`src/rtl/vpid_pkg.sv`:
```
`default_nettype none

package vpid_pkg;

    localparam int GainW   = 10;
    localparam int MagW    = 15;
    localparam int VelW    = 16;
    localparam int ErrW    = VelW + 1;
    localparam int DiffW   = ErrW + 1;
    localparam int SumW    = 32;
    localparam int CfgIdxW = 3;

    // Product and accumulation widths for the three gain terms.
    localparam int PropW   = GainW + 1 + ErrW;
    localparam int IntW    = GainW + 1 + SumW;
    localparam int DerW    = GainW + 1 + DiffW;
    localparam int AccW    = IntW + 2;

    typedef enum logic [CfgIdxW-1:0] {
        REG_P_GAIN   = 3'd0,
        REG_I_GAIN   = 3'd1,
        REG_D_GAIN   = 3'd2,
        REG_FRICTION = 3'd3,
        REG_VEL_LIM  = 3'd4
    } t_cfg_idx;

    localparam logic [GainW-1:0]       RstPGain    = 10'd128;
    localparam logic [GainW-1:0]       RstIGain    = 10'd2;
    localparam logic [GainW-1:0]       RstDGain    = 10'd0;
    localparam logic [MagW-1:0]        RstFriction = 15'd200;
    localparam logic [MagW-1:0]        RstVelLimit = 15'd20;
    localparam logic signed [VelW-1:0] RstTarget   = 16'sd10;

endpackage

`default_nettype wire

```
`src/rtl/velocity_pid_with_friction_offset.sv`:
```
`default_nettype none

// Channel     Dir  Handshake                        Payload
// s_axis      in   i_s_axis_tvalid/o_s_axis_tready  tdata: new_target, measured_velocity
//                                                   tuser: new_target_valid
// m_axis      out  o_m_axis_tvalid/i_m_axis_tready  tdata: drive
// cfg         in   i_cfg_wr_en                      i_cfg_index, i_cfg_data
//
// Four-stage pipeline: input register, error and integrator update, gain
// products, sum/friction/saturation into the output register.
// One beat is accepted every cycle while the output is not stalled; a beat
// passes registers A, B, C and D before o_m_axis_tvalid. The integrator and
// target update in stage two closes the only loop, on the edge that loads B.
// A stalled output fills the stages back to the input, then drops tready.
// Synchronous active-low reset restores the register and loop state.

module velocity_pid_with_friction_offset
    import vpid_pkg::*;
(
    input  wire logic                 i_clk,
    input  wire logic                 i_rst_n,
    input  wire logic                 i_s_axis_tvalid,
    output logic                      o_s_axis_tready,
    // [15:0] new_target, [31:16] measured_velocity
    input  wire logic [2*VelW-1:0]    i_s_axis_tdata,
    // [0] new_target_valid
    input  wire logic [0:0]           i_s_axis_tuser,
    output logic                      o_m_axis_tvalid,
    input  wire logic                 i_m_axis_tready,
    // [15:0] drive
    output logic [VelW-1:0]           o_m_axis_tdata,
    input  wire logic                 i_cfg_wr_en,
    input  wire logic [CfgIdxW-1:0]   i_cfg_index,
    input  wire logic [MagW-1:0]      i_cfg_data
);

    // Configuration registers.
    logic [GainW-1:0] r_p_gain, r_i_gain, r_d_gain;
    logic [MagW-1:0]  r_friction, r_vel_limit;

    // Loop state.
    logic signed [VelW-1:0] r_target;
    logic signed [SumW-1:0] r_esum;
    logic signed [ErrW-1:0] r_last_err;

    // Stage A: input register.
    logic                   r_a_v, r_a_newv;
    logic signed [VelW-1:0] r_a_target, r_a_meas;

    // Stage B: error terms.
    logic                    r_b_v, r_b_zero;
    logic signed [ErrW-1:0]  r_b_err;
    logic signed [SumW-1:0]  r_b_esum;
    logic signed [DiffW-1:0] r_b_diff;

    // Stage C: products.
    logic                   r_c_v, r_c_zero;
    logic signed [PropW-1:0] r_c_pe;
    logic signed [IntW-1:0]  r_c_ie;
    logic signed [DerW-1:0]  r_c_de;

    // Stage D: output register.
    logic                   r_d_v;
    logic [VelW-1:0]        r_d_data;

    logic a_ready, b_ready, c_ready, d_ready;
    logic a_go, b_go, c_go, in_go;

    assign d_ready = !r_d_v || i_m_axis_tready;
    assign c_ready = !r_c_v || d_ready;
    assign b_ready = !r_b_v || c_ready;
    assign a_ready = !r_a_v || b_ready;
    assign in_go   = i_s_axis_tvalid && a_ready;
    assign a_go    = r_a_v && b_ready;
    assign b_go    = r_b_v && c_ready;
    assign c_go    = r_c_v && d_ready;

    assign o_s_axis_tready = a_ready;
    assign o_m_axis_tvalid = r_d_v;
    assign o_m_axis_tdata  = r_d_data;

    // Stage A to B: target select, clamp, error, error difference and saturating integrator.
    logic signed [VelW-1:0]  t_sel, t_clamp;
    logic                    t_zero;
    logic signed [ErrW-1:0]  t_ext, lim_ext, nlim_ext, err;
    logic signed [SumW:0]    esum_wide;
    logic signed [SumW-1:0]  n_esum;
    logic signed [DiffW-1:0] diff;

    always_comb begin
        t_sel    = r_a_newv ? r_a_target : r_target;
        t_zero   = (t_sel == '0);
        t_ext    = ErrW'(t_sel);
        lim_ext  = $signed(ErrW'(r_vel_limit));
        nlim_ext = -lim_ext;
        if (t_ext > lim_ext) begin
            t_clamp = lim_ext[VelW-1:0];
        end else if (t_ext < nlim_ext) begin
            t_clamp = nlim_ext[VelW-1:0];
        end else begin
            t_clamp = t_sel;
        end
        err       = ErrW'(t_clamp) - ErrW'(r_a_meas);
        esum_wide = (SumW+1)'(r_esum) + (SumW+1)'(err);
        if (esum_wide[SumW] != esum_wide[SumW-1]) begin
            n_esum = esum_wide[SumW] ? {1'b1, {(SumW-1){1'b0}}}
                                     : {1'b0, {(SumW-1){1'b1}}};
        end else begin
            n_esum = esum_wide[SumW-1:0];
        end
        diff = DiffW'(err) - DiffW'(r_last_err);
    end

    // Stage C to D: PID sum, friction offset and drive saturation.
    logic signed [AccW-1:0] sum_pid, sum_fr, fr_ext;
    logic signed [VelW-1:0] drive_sat;

    always_comb begin
        sum_pid = AccW'(r_c_pe) + AccW'(r_c_ie) + AccW'(r_c_de);
        fr_ext  = $signed(AccW'(r_friction));
        sum_fr  = (sum_pid > AccW'(0)) ? sum_pid + fr_ext : sum_pid - fr_ext;
        if (sum_fr > AccW'(32767)) begin
            drive_sat = 16'sh7FFF;
        end else if (sum_fr < -AccW'(32768)) begin
            drive_sat = 16'sh8000;
        end else begin
            drive_sat = sum_fr[VelW-1:0];
        end
    end

    always_ff @(posedge i_clk) begin
        if (!i_rst_n) begin
            r_p_gain    <= RstPGain;
            r_i_gain    <= RstIGain;
            r_d_gain    <= RstDGain;
            r_friction  <= RstFriction;
            r_vel_limit <= RstVelLimit;
            r_target    <= RstTarget;
            r_esum      <= '0;
            r_last_err  <= '0;
            r_a_v       <= 1'b0;
            r_b_v       <= 1'b0;
            r_c_v       <= 1'b0;
            r_d_v       <= 1'b0;
        end else begin
            if (i_cfg_wr_en) begin
                case (i_cfg_index)
                    REG_P_GAIN:   r_p_gain    <= i_cfg_data[GainW-1:0];
                    REG_I_GAIN:   r_i_gain    <= i_cfg_data[GainW-1:0];
                    REG_D_GAIN:   r_d_gain    <= i_cfg_data[GainW-1:0];
                    REG_FRICTION: r_friction  <= i_cfg_data;
                    REG_VEL_LIM:  r_vel_limit <= i_cfg_data;
                    default: ;
                endcase
            end
            if (a_go) begin
                if (t_zero) begin
                    r_target <= t_sel;
                end else begin
                    r_target   <= t_clamp;
                    r_esum     <= n_esum;
                    r_last_err <= err;
                end
            end
            if (a_ready) r_a_v <= i_s_axis_tvalid;
            if (b_ready) r_b_v <= r_a_v;
            if (c_ready) r_c_v <= r_b_v;
            if (d_ready) r_d_v <= r_c_v;
        end
    end

    // Payload registers.
    always_ff @(posedge i_clk) begin
        if (in_go) begin
            r_a_newv   <= i_s_axis_tuser[0];
            r_a_target <= $signed(i_s_axis_tdata[VelW-1:0]);
            r_a_meas   <= $signed(i_s_axis_tdata[2*VelW-1:VelW]);
        end
        if (a_go) begin
            r_b_zero <= t_zero;
            r_b_err  <= err;
            r_b_esum <= n_esum;
            r_b_diff <= diff;
        end
        if (b_go) begin
            r_c_zero <= r_b_zero;
            r_c_pe   <= $signed({1'b0, r_p_gain}) * r_b_err;
            r_c_ie   <= $signed({1'b0, r_i_gain}) * r_b_esum;
            r_c_de   <= $signed({1'b0, r_d_gain}) * r_b_diff;
        end
        if (c_go) begin
            r_d_data <= r_c_zero ? '0 : drive_sat;
        end
    end

    // A zero-target beat must leave the drive at zero.
    a_zero_drive: assert property (@(posedge i_clk) disable iff (!i_rst_n)
        (c_go && r_c_zero) |=> (o_m_axis_tdata == '0))
        else $error("zero target did not give zero drive");

    // A zero-target beat must not disturb the integrator or the last error.
    a_zero_hold: assert property (@(posedge i_clk) disable iff (!i_rst_n)
        (a_go && t_zero) |=> ($stable(r_esum) && $stable(r_last_err)))
        else $error("loop state changed on a zero target");

    // After a live beat the stored target lies within the limit.
    a_clamped: assert property (@(posedge i_clk) disable iff (!i_rst_n)
        (a_go && !t_zero && !i_cfg_wr_en) |=>
        (ErrW'(r_target) <= lim_ext && ErrW'(r_target) >= nlim_ext))
        else $error("stored target outside the velocity limit");

    // Input backpressure only comes from a full pipeline.
    a_full_stall: assert property (@(posedge i_clk) disable iff (!i_rst_n)
        !o_s_axis_tready |-> (r_a_v && r_b_v && r_c_v && r_d_v))
        else $error("input stalled with a free stage");

endmodule

`default_nettype wire
```
`config.mk`:
```
export PLATFORM = sky130hd
export DESIGN_NAME = velocity_pid_with_friction_offset
export DESIGN_NICKNAME = d
export VERILOG_FILES = /design/src/rtl/vpid_pkg.sv /design/src/rtl/velocity_pid_with_friction_offset.sv
export SDC_FILE = /design/constraint.sdc
export NUM_CORES = 2
export LEC_CHECK = 0
export BUFFER_PORTS_ARGS = -buffer_cell sky130_fd_sc_hd__clkbuf_2
export CAP_MARGIN = 20
export CORE_MARGIN = 10
export CORE_UTILIZATION = 25
export CTS_CLUSTER_DIAMETER = 100
export CTS_CLUSTER_SIZE = 20
export DETAILED_ROUTE_END_ITERATION = 16
export PLACE_DENSITY = 0.46
export REMOVE_ABC_BUFFERS = 1
export SYNTH_ARGS = -nofsm -noshare
export SYNTH_HDL_FRONTEND = slang
export SYNTH_SLANG_ARGS = --single-unit
```
`constraint.sdc`:
```
create_clock -name i_clk -period 9.3 [get_ports i_clk]
set_input_delay 0.465 -clock i_clk [delete_from_list [all_inputs] [get_ports i_clk]]
set_output_delay 0.465 -clock i_clk [all_outputs]
set_load 0.03 [all_outputs]
```
==> qor.yml <==
critical_path:
  start_kind: "flip-flop"
  cp-startpoint: "r_c_ie[1]$_DFFE_PP_"
  cp_common_cell: "buf_4"
  r2r_slack_ns: 0.37
  r2r_cells: 38
  cp-end-kind: "flip-flop"
  critical_path_class: "flip-flop to flip-flop"
  max_stage_delay_ns: 0.51
  cp_max_fo: 14
  worst-endpoint-arrival_ns: 9.33
  timing.rr.start: "r_c_ie[1]$_DFFE_PP_"
  crit_required_ns: 9.69
  critPathSlowestCell: "fa_1"
  r2r_end: "o_m_axis_tdata[2]$_SDFFCE_PP0P_"
timing:
  fmax_mhz: 112
  fin_setup_tns_ns: 0
  maxSlewHeadroom: 0.362
  period_share: 0.961
  slew_violations: 0
  setup_violations: 0
  finalHoldViolations: 0
  worst_pin_slew_ns: 0.957
  fin_crit_ns: 8.93
  finClkSkew_ns: 0.0390
synthesis:
  synth.distinct_cells: 91
  synth_flop_cell: "edfxtp_1"
  avgSynthCellArea_um2: 9.21
  synth_edf_count: 218
  yosysSeqAreaShare: 0.199
  synthesis.area_mm2: 0.0459
  syn-instance-count: 4979
  synth_warnings: 0
  synthArstFlopShare: 0
  ys_ff_latch: 347
route:
  drtPass1Iterations: 8
  met1Wirelength_mm: 64.7
  ant_nets: 0
  met2_length_mm: 60.4
  route.detailed.drc: 0
  wl_per_cell_um: 17.4
  top_layer_used: "met4"
  drt_iter0_markers: 1755
  wl_mm: 132
  wl_met3_mm: 4.46
  vias_per_cell: 4.56
  vias: 34500
finish:
  num_antenna_cells: 0
  nNetsFinal: 6266
  syn2layout_area_growth_pct: 14.1
  final_area_mm2: 0.0523
  post-route-util: 0.286
  layout-drive-gt1-share: 0.0991
floorplanning:
  io_pins: 74
  die_w_um: 448
  dieArea_mm2: 0.201
  rows: 157
  start_util: 0.251
  core_area_mm2: 0.183
  die_h_um: 448
global_route:
  grt_max_degree: 69
  antenna_found_initial: 4
  grt_use_total: 0.131
  grt_overflow_total: 0
  grt_pass1_wl_mm: 211
  grt_pass1_vias: 36500
place:
  place.detailed.hpwl_mm: 109
  gp_routability_congestion: 0.851
  portBuffers: 73
  placed_area_mm2: 0.0504
clock_tree:
  clock-sinks: 347
  clk_latency_ns: 0.65
  root_buffer: "clkbuf_16"
  cts_htree_levels: 1
  cts_buffers: 27
  clk_pin_slew_worst_paths_ns: 0.10
  cts_tree: "built"
  clockBufferDepth: 3
power_and_ir_drop:
  p_comb_frac: 0.674
  vdd_drop_max_v: 0.000167
  power.switching_w: 0.00578
  power_density_mw_per_mm2: 229
  power_frac_clock: 0.108
  internal_power_w: 0.00620
  switching_share: 0.482
  pwr-share-seq: 0.217
  power_leakage_nw: 22.3
worst_hold_path:
  min_path_type: "primary input to flip-flop"
  min-delay-start: "i_s_axis_tvalid"
  holdPathEnd: "r_a_v$_SDFFE_PN0N_"
  hold_depth: 3
status:
  outcome: "finished clean"
flow_run:
  maxCapViolations: 0
## Yosys cell counts, drive strengths merged (8+ instances only)
| cell | instances | area share |
|---|---|---|
| xor2 | 72 | 0.014 |
| o21a | 49 | 0.0080 |
| nand4 | 39 | 0.0053 |
| a32o | 13 | 0.0028 |
| and4 | 8 | 0.0015 |
| and2 | 392 | 0.054 |
| a31oi | 26 | 0.0037 |
| and3 | 15 | 0.0020 |
| nor3 | 42 | 0.0047 |
| or3 | 23 | 0.0032 |
| nor2b | 36 | 0.0049 |
| ha | 407 | 0.11 |
| o22a | 15 | 0.0029 |
| a21oi | 277 | 0.030 |
| nand2b | 38 | 0.0052 |
| buf | 41 | 0.0038 |
| dfxtp | 129 | 0.056 |
| mux2i | 28 | 0.0061 |
| or2 | 12 | 0.0016 |
| a21boi | 25 | 0.0041 |
| edfxtp | 218 | 0.14 |
| nand2 | 591 | 0.048 |
| nand3 | 56 | 0.0061 |
| inv | 719 | 0.059 |
| nor4 | 17 | 0.0023 |
| clkbuf | 164 | 0.013 |
| o211ai | 15 | 0.0028 |
| o31ai | 22 | 0.0036 |
| a2111oi | 8 | 0.0021 |
| o21bai | 20 | 0.0034 |
| o21ai | 166 | 0.018 |
| fa | 635 | 0.28 |
| xnor2 | 155 | 0.030 |
| a211oi | 21 | 0.0034 |
| nor2 | 255 | 0.021 |
| a21o | 118 | 0.019 |
## timing repair
item	4_1_cts	5_1_grt
setup endpoints to repair	79	79
hold buffers	33	0
hold endpoints to repair	33	0
setup buffers	2	11
resized for setup	30	96
pin swaps	9	31
cloned	2	2
## how the worst max path moves through the flow
stage	end	slack, ns
after global placement	r_esum[1]$_SDFFE_PN0P_	-0.56
after detailed placement	r_esum[16]$_SDFFE_PN0P_	-0.63
after CTS	r_esum[14]$_SDFFE_PN0P_	0.001
after global routing	o_m_axis_tdata[2]$_SDFFCE_PP0P_	-0.07
final	o_m_axis_tdata[2]$_SDFFCE_PP0P_	0.37
after floorplan	r_esum[24]$_SDFFE_PN0P_	-1.76
## cells by family after synthesis
family,Yosys count,synth area share
compound gates,863,0.123
xor+xnor,227,0.0434
fa+ha+maj,1042,0.388
buf+inv,925,0.0761
flops,347,0.199
mux,34,0.00758
simple gates,1541,0.163
## metrics by stage
| step | setup slack [ns] | power (W) | hold WS (ns) | cells |
|---|---|---|---|---|
| final | 0.366 | 0.0120 | 0.105 | 7574 |
| after global placement | -0.556 | 0.0105 | 0.442 | 7472 |
| after floorplan | -1.76 | 0.00762 | 0.400 | 4774 |
| after global routing | -0.0748 | 0.0131 | 0.110 | 7574 |
| after CTS | 0.00122 | 0.0119 | 0.0600 | 7561 |
| after detailed placement | -0.629 | 0.0105 | 0.447 | 7474 |
## state kept, by name, indices dropped and copies added, names as in the netlist, 10 cells and up
signal          count
r_last_err         17
r_a_target         16
r_esum             32
r_b_err            17
r_c_de             29
r_friction         15
r_a_meas           16
o_m_axis_tdata     16
r_b_diff           18
r_p_gain           10
r_c_ie             43
r_b_esum           32
r_i_gain           10
r_target           16
r_c_pe             28
r_d_gain           10
r_vel_limit        15
## power groups by stage
stage                     sequential (W)  clock [W]  combinational [W]
after floorplan                  0.00234          0            0.00528
after global placement           0.00265          0            0.00782
after detailed placement         0.00264          0            0.00785
after CTS                        0.00261    0.00134            0.00793
after global routing             0.00265    0.00139            0.00907
final                            0.00261    0.00130            0.00808
## routing by layer
layer | global-route usage | vias to the layer above
li1 | - | 16600
met1 | 0.188 | 17300
met2 | 0.218 | 530
met3 | 0.0121 | 79
met4 | 0.0206 | 0
met5 | 0 | -
## final cells by class
cell class	instances	area, µm²
clock buffers	38	769
clock inverters	12	169
fillers	19400	130000
inverters	720	2700
multi-input cells	3707	33800
flip-flops and latches	347	9130
well taps	2385	2980
repair buffers	365	2790
## layout by cell type, fill, tap and decap left out, types with 73 or more instances in the layout
cell      instances
dfxtp_1         129
nor2_1          254
edfxtp_1        218
o21ai_0         133
and2_1          389
buf_4           243
clkbuf_2         73
a21oi_1         261
inv_1           716
ha_1            401
nand2_1         591
fa_1            633
a21o_1          117
xnor2_1         151
## worst max-delay path: cells and delay by family (launching register included)
family	cells	cell delay (ns)
AO/OA/AOI/OAI	13	2.51
flip-flops	1	0.35
adder cells (fa/ha/maj)	4	1.41
AND/OR/NAND/NOR	12	3.08
buffers and inverters	8	1.14
XOR/XNOR	1	0.16
No activity file was read; power rests on OpenSTA's default activity.
